--- src/hw/rtl/dtt_pkg.sv ---
// ---------------------------------------------------------------------------
// dtt_pkg: shared types and constants of the dirty tile tracker
// Grid size, tile size, derived widths and the word passed along the row cells.
// ---------------------------------------------------------------------------
package dtt_pkg;

	localparam int TILES_WIDE = 32;
	localparam int TILES_HIGH = 16;
	localparam int TILE_SHIFT = 4;

	localparam int COL_W = (TILES_WIDE > 1) ? $clog2(TILES_WIDE) : 1;
	localparam int ROW_W = (TILES_HIGH > 1) ? $clog2(TILES_HIGH) : 1;

	localparam int COORD_W    = 16;
	localparam int TILE_ROW_W = 4;
	localparam int TILE_COL_W = 5;
	localparam int OUT_DATA_W = 16;

	typedef enum logic {
		CMD_MARK = 1'b0,
		CMD_TAKE = 1'b1
	} cmd_t;

	// word travelling down the row chain, one cell per cycle
	typedef struct packed {
		logic                  valid;
		cmd_t                  cmd;
		logic [TILES_WIDE-1:0] mask;
		logic [ROW_W-1:0]      ya;
		logic [ROW_W-1:0]      yb;
		logic                  flag;
		logic [ROW_W-1:0]      row;
		logic [COL_W-1:0]      col;
	} tok_t;

endpackage

--- src/hw/rtl/dtt_decode.sv ---
// ---------------------------------------------------------------------------
// dtt_decode: rectangle decode
// Converts pixel corners to tile units, clips to the grid and builds the
// column mask for a mark, or an empty search word for a take.
// ---------------------------------------------------------------------------
module dtt_decode
	import dtt_pkg::*;
(
	input  cmd_t                      cmd,
	input  logic signed [COORD_W-1:0] left_x,
	input  logic signed [COORD_W-1:0] top_y,
	input  logic signed [COORD_W-1:0] right_x,
	input  logic signed [COORD_W-1:0] bottom_y,
	output tok_t                      tok
);

	localparam logic signed [COORD_W-1:0] WIDE_S = COORD_W'(TILES_WIDE);
	localparam logic signed [COORD_W-1:0] HIGH_S = COORD_W'(TILES_HIGH);

	logic signed [COORD_W-1:0] xa, ya, xb, yb;
	logic                      off;
	logic [COL_W-1:0]          xa_c, xb_c;
	logic [ROW_W-1:0]          ya_c, yb_c;
	logic [TILES_WIDE-1:0]     mask;

	// floor division by the tile size
	assign xa = left_x >>> TILE_SHIFT;
	assign ya = top_y >>> TILE_SHIFT;
	assign xb = right_x >>> TILE_SHIFT;
	assign yb = bottom_y >>> TILE_SHIFT;

	assign off = (xa >= WIDE_S) || (ya >= HIGH_S) || (xb < 0) || (yb < 0);

	assign xa_c = (xa < 0) ? '0 : xa[COL_W-1:0];
	assign ya_c = (ya < 0) ? '0 : ya[ROW_W-1:0];
	assign xb_c = (xb >= WIDE_S) ? COL_W'(TILES_WIDE - 1) : xb[COL_W-1:0];
	assign yb_c = (yb >= HIGH_S) ? ROW_W'(TILES_HIGH - 1) : yb[ROW_W-1:0];

	always_comb begin
		for (int c = 0; c < TILES_WIDE; c++) begin
			mask[c] = !off && (COL_W'(c) >= xa_c) && (COL_W'(c) <= xb_c);
		end
	end

	always_comb begin
		tok       = '0;
		tok.valid = 1'b1;
		tok.cmd   = cmd;
		if (cmd == CMD_MARK) begin
			tok.mask = mask;
			tok.ya   = ya_c;
			tok.yb   = yb_c;
			tok.flag = !off;
		end
	end

endmodule

--- src/hw/rtl/dtt_cell.sv ---
// ---------------------------------------------------------------------------
// dtt_cell: one tile row of the dirty map
// Holds the dirty bits of one row, applies a passing mark word or serves a
// passing take word, and hands the word on to the next lower row.
// ---------------------------------------------------------------------------
module dtt_cell
	import dtt_pkg::*;
(
	input  logic             clk,
	input  logic             arst_n,
	input  logic [ROW_W-1:0] row_idx,
	input  tok_t             tok_in,
	output tok_t             tok_out
);

	logic [TILES_WIDE-1:0] row_q;
	tok_t                  tok_q;
	tok_t                  tok_d;
	logic                  hit_mark;
	logic                  hit_take;
	logic [COL_W-1:0]      top_col;

	assign hit_mark = tok_in.valid && (tok_in.cmd == CMD_MARK)
		&& (row_idx >= tok_in.ya) && (row_idx <= tok_in.yb);
	assign hit_take = tok_in.valid && (tok_in.cmd == CMD_TAKE)
		&& !tok_in.flag && (|row_q);

	// highest dirty column of this row
	always_comb begin
		top_col = '0;
		for (int c = 0; c < TILES_WIDE; c++) begin
			if (row_q[c]) top_col = COL_W'(c);
		end
	end

	always_comb begin
		tok_d = tok_in;
		if (hit_take) begin
			tok_d.flag = 1'b1;
			tok_d.row  = row_idx;
			tok_d.col  = top_col;
		end
	end

	always_ff @(posedge clk or negedge arst_n) begin
		if (!arst_n) begin
			row_q <= '0;
			tok_q <= '0;
		end else begin
			tok_q <= tok_d;
			if (hit_mark) begin
				row_q <= row_q | tok_in.mask;
			end else if (hit_take) begin
				row_q[top_col] <= 1'b0;
			end
		end
	end

	assign tok_out = tok_q;

endmodule

--- src/hw/rtl/dirty_tile_tracker_core.sv ---
// ---------------------------------------------------------------------------
// dirty_tile_tracker_core: dirty tile map with mark and take commands
// A word passes the entry register, the row cells from the top row down to
// row zero, one row per cycle, and the output register. A new word is taken
// only when the row cell chain is empty and no result waits in the pending slot.
// A new word may enter while the previous result still waits at the output.
// Reset clears the whole map at once; no clearing pass is needed.
// ---------------------------------------------------------------------------
module dirty_tile_tracker_core
	import dtt_pkg::*;
(
	input  logic                  clk,
	input  logic                  arst_n,
	input  logic                  s_axis_tvalid,
	output logic                  s_axis_tready,
	// left_x[15:0], top_y[31:16], right_x[47:32], bottom_y[63:48]
	input  logic [4*COORD_W-1:0]  s_axis_tdata,
	// cmd[0]
	input  logic                  s_axis_tuser,
	output logic                  m_axis_tvalid,
	input  logic                  m_axis_tready,
	// on_screen[0], found[1], tile_row[5:2], tile_col[10:6], zero[15:11]
	output logic [OUT_DATA_W-1:0] m_axis_tdata
);

	tok_t                  dec_tok;
	tok_t                  tk [TILES_HIGH+1];
	logic [TILES_HIGH:0]   tk_valid;
	logic                  chain_busy;
	logic                  in_acc;
	logic [OUT_DATA_W-1:0] exit_data;
	logic [OUT_DATA_W-1:0] out_q;
	logic                  out_valid_q;
	logic [OUT_DATA_W-1:0] pend_q;
	logic                  pend_valid_q;
	tok_t                  entry_s1;

	dtt_decode u_decode (
		.cmd      (cmd_t'(s_axis_tuser)),
		.left_x   (s_axis_tdata[COORD_W-1:0]),
		.top_y    (s_axis_tdata[2*COORD_W-1:COORD_W]),
		.right_x  (s_axis_tdata[3*COORD_W-1:2*COORD_W]),
		.bottom_y (s_axis_tdata[4*COORD_W-1:3*COORD_W]),
		.tok      (dec_tok)
	);

	assign in_acc = s_axis_tvalid && s_axis_tready;

	always_ff @(posedge clk or negedge arst_n) begin
		if (!arst_n) begin
			entry_s1 <= '0;
		end else begin
			entry_s1 <= in_acc ? dec_tok : '0;
		end
	end

	assign tk[TILES_HIGH] = entry_s1;

	// chain runs from the top row down to row zero
	for (genvar i = 0; i < TILES_HIGH; i++) begin : g_row
		dtt_cell u_cell (
			.clk     (clk),
			.arst_n  (arst_n),
			.row_idx (ROW_W'(i)),
			.tok_in  (tk[i+1]),
			.tok_out (tk[i])
		);
	end

	always_comb begin
		for (int i = 0; i <= TILES_HIGH; i++) begin
			tk_valid[i] = tk[i].valid;
		end
	end

	assign chain_busy    = |tk_valid;
	assign s_axis_tready = !chain_busy && !pend_valid_q;

	always_comb begin
		exit_data = '0;
		if (tk[0].cmd == CMD_MARK) begin
			exit_data[0] = tk[0].flag;
		end else begin
			exit_data[1]   = tk[0].flag;
			exit_data[5:2] = TILE_ROW_W'(tk[0].row);
			exit_data[10:6] = TILE_COL_W'(tk[0].col);
		end
	end

	always_ff @(posedge clk or negedge arst_n) begin
		if (!arst_n) begin
			out_valid_q  <= 1'b0;
			pend_valid_q <= 1'b0;
			out_q        <= '0;
			pend_q       <= '0;
		end else begin
			if (out_valid_q && m_axis_tready) begin
				out_valid_q <= 1'b0;
			end
			if (tk[0].valid) begin
				if (!out_valid_q || m_axis_tready) begin
					out_q       <= exit_data;
					out_valid_q <= 1'b1;
				end else begin
					pend_q       <= exit_data;
					pend_valid_q <= 1'b1;
				end
			end else if (pend_valid_q && (!out_valid_q || m_axis_tready)) begin
				out_q        <= pend_q;
				out_valid_q  <= 1'b1;
				pend_valid_q <= 1'b0;
			end
		end
	end

	assign m_axis_tvalid = out_valid_q;
	assign m_axis_tdata  = out_q;

endmodule

--- config.mk ---
export PLATFORM = sky130hd
export DESIGN_NAME = dirty_tile_tracker_core
export DESIGN_NICKNAME = d
export VERILOG_FILES = /design/src/hw/rtl/dtt_pkg.sv /design/src/hw/rtl/dtt_decode.sv /design/src/hw/rtl/dtt_cell.sv /design/src/hw/rtl/dirty_tile_tracker_core.sv
export SDC_FILE = /design/constraint.sdc
export NUM_CORES = 2
export LEC_CHECK = 0
export BUFFER_PORTS_ARGS = -buffer_cell sky130_fd_sc_hd__buf_2
export CELL_PAD_IN_SITES_DETAIL_PLACEMENT = 0
export CELL_PAD_IN_SITES_GLOBAL_PLACEMENT = 1
export CORE_ASPECT_RATIO = 0.8
export CORE_MARGIN = 4
export CORE_UTILIZATION = 45
export DETAILED_ROUTE_END_ITERATION = 12
export GPL_ROUTABILITY_DRIVEN = 0
export GPL_TIMING_DRIVEN = 0
export PLACE_DENSITY = 0.74
export SLEW_MARGIN = 30
export SYNTH_ARGS = -nofsm -noshare
export SYNTH_HDL_FRONTEND = slang
export SYNTH_SLANG_ARGS = --single-unit
--- constraint.sdc ---
create_clock -name clk -period 3.4 [get_ports clk]
set_input_delay 0.51 -clock clk [delete_from_list [all_inputs] [get_ports clk]]
set_output_delay 0.51 -clock clk [all_outputs]
set_load 0.05 [all_outputs]
==> qor.yml <==
groute.usage.overall_pct: 23.5
die_area_um2: 118000
max_stage_delay_ns: 0.84
cts_sinks: 1360
synth_top_area_share_pct: 67.2
synthCells: 4526
met1_usage_pct: 37.2
setup_violations: 0
synth_flop_cell: "dfrtp_1"
top_usage_layer: "met1"
post-synth-top-area-cell: "dfrtp_1"
postCtsSetupBuffers: 0
hold_violations: 0
vias: 37000
min_period_over_period_pct: 95.6
ys_seq_elements: 1360
port_buffers: 61
drc: 0
hp-start: "s_axis_tdata[31]"
power.density_nw_per_um2: 587
met3_usage_pct: 5.73
synth_async_sr_flop_share_pct: 100
cts_tree: "built"
synth_edf_count: 0
worstPathCellList: "nor4_1, nand2_1, o41ai_4, clkbuf_1, o21ai_0"
syn-cell-area_um2: 50600
register_area_um2: 34000
post-dp-hpwl_um: 101000
ys_types: 79
syn_to_final_growth_pct: 15.1
yosysMostFrequentCell: "dfrtp_1"
max-vdd-ir-drop_v: 0.000423
clk_path_buf_depth: 3
end_kind: "flop"
grt_start_max_net_pins: 125
coreArea_um2: 111000
cts_buffers: 134
worstMarginPinSlew_ns: 0.952
layout.nets: 4828
critPathMaxFanout: 10
dp.cells: 6110
fin_setup_tns_ns: 0
instances_no_fill: 6365
finalClockSkew_ns: 0.0277
root_buffer: "clkbuf_16"
wirelength_um: 139000
met2_usage_pct: 32.6
fp.dieW_um: 383
synth_warnings: 0
viasPerCell: 5.82
cellLeakagePower_nw: 28.1
period_needed_ns: 3.25
cpMaxStageDelayCell: "nor4_1"
hold_path.class: "in -> reg"
clk_pin_slew_worst_paths_ns: 0.06
worstSetupStartpoint: "g_row[5].u_cell.row_q[24]"
rows: 109
wl_per_cell_um: 21.8
cts_max_level: 4
synthTopCellsByCount: "dfrtp_1 (1,360), a21oi_1 (1,009), nor2_1 (434)"
avgSynthCellArea_um2: 11.2
first_global_vias: 35100
dr.pass1.iters: 5
worstSetupPathType: "reg -> reg"
cp.required_ns: 3.97
synthTopCellsByArea: "dfrtp_1 (67%), a21oi_1 (10%), nor2_1 (3.2%), nand2_1 (1.9%), nor4_1 (1.9%)"
startpoint_type: "flop"
drt_iter0_drc: 4134
gr-total-overflow: 0
ioPinCount: 87
r2r-start: "g_row[5].u_cell.row_q[24]"
yosysSeqAreaShare_pct: 67.2
fp.dieH_um: 308
multi_input_area_um2: 15700
drv_slew: 0
grt_antenna_before_repair: 4
cp.arrival_ns: 3.82
rsz0062_at_grt: "no"
fillerInstances: 9704
start_util_pct: 45.6
outcome: "complete, no violations"
ant_nets: 0
grt_pass1_wl_um: 214000
clkLatencyLatePin_ns: 0.76
clock.fmax_mhz: 308
drv_cap: 0
drive_gt1_share_pct: 7.77
relSlewSlack_pct: 36.4
-- state kept, by name, summed over array words and instances, names as in the netlist --
| register | flops |
|---|---|
| pend_q | 11 |
| entry_s1 | 43 |
| m_axis_tdata | 11 |
| pend_valid_q | 1 |
| g_row.u_cell.tok_out | 781 |
| m_axis_tvalid | 1 |
| g_row.u_cell.row_q | 512 |
-- stage by stage --
step / area (µm²) / util, % / hold WS [ns] / total power [mW] / setup slack (ns)
floorplan: 50600 / - / 0.214 / 17.8 / 0.828
global placement: 52800 / 47.6 / 0.331 / 18.7 / -27.08
detailed placement: 53300 / 48.0 / 0.335 / 18.7 / 0.0796
CTS: 58200 / 52.4 / 0.0349 / 34.6 / 0.0770
global route: 58300 / 52.5 / 0.0792 / 35.5 / 0.0523
finish: 58300 / 52.5 / 0.109 / 34.2 / 0.150
-- critical path, delay by kind of cell, from the launching register on --
family                 cells  cell delay, ns
flip-flops                 1            0.46
AND/OR/NAND/NOR            2            1.21
buffers and inverters      1            0.46
AO/OA/AOI/OAI              2            0.96
-- where the power goes --
part	total, mW	leakage (nW)	switching [mW]	internal, mW
logic	1.53	6.78	1.13	0.398
registers	16.9	19.0	0.334	16.6
clock network	15.8	2.33	6.23	9.55
total	34.2	28.1	7.69	26.5
-- layer usage --
| metal | up-vias | wire length [µm] | part of all wire, % |
|---|---|---|---|
| met2 | 1487 | 58900 | 43 |
| li1 | 16800 | - | - |
| met4 | 2 | 2200 | 1.6 |
| met5 | - | 50 | 0.036 |
| met1 | 18600 | 65300 | 47 |
| met3 | 158 | 12100 | 8.7 |
-- worst paths after layout --
path	endpoint	cells after the start	slack, ns
max in group asynchronous	g_row[10].u_cell.row_q[5]	7	0.56
min	entry_s1[14]	3	0.11
max reg2reg	g_row[5].u_cell.tok_out[0]	5	0.15
max	g_row[5].u_cell.tok_out[0]	5	0.15
min in group asynchronous	m_axis_tdata[6]	2	0.24
min reg2reg	g_row[2].u_cell.tok_out[10]	0	0.35
-- layout make-up --
type / instances / area share [%]
antenna: 1 / 0.00430
buffer: 118 / 0.814
clock buffer: 184 / 6.73
clock inverter: 59 / 1.47
inverter: 140 / 0.902
multi-input combinational: 2911 / 27.0
sequential: 1360 / 58.4
tap: 1498 / 3.22
timing repair buffer: 94 / 1.43
-- placed cells by master (no fill, tap or decap), types with 56 or more instances in the layout --
cell,n
a21oi_1,1008
a31oi_1,88
and2_1,56
buf_2,68
clkbuf_1,128
clkbuf_16,142
dfrtp_1,1360
inv_1,140
nand2_1,252
nand2b_1,93
nor2_1,434
nor3_1,111
nor4_1,145
o21ai_0,183
-- logic make-up after synthesis --
kind of cell / after synthesis / share of synthesized area (%)
multiplexers: 8 / 0.176
buffers and inverters: 259 / 1.98
adder cells (fa/ha/maj): 1 / 0.0198
AO/OA/AOI/OAI: 1559 / 17.4
other: 1 / 0.00741
flip-flops: 1360 / 67.2
AND/OR/NAND/NOR: 1338 / 13.1
-- what timing repair did --
item | in CTS | in global routing
hold buffers | 11 | 0
resized for setup | 0 | 10
hold endpoints to repair | 65 | 0
setup endpoints to repair | 0 | 142
Note: power is estimated with default switching activity, not from simulation.
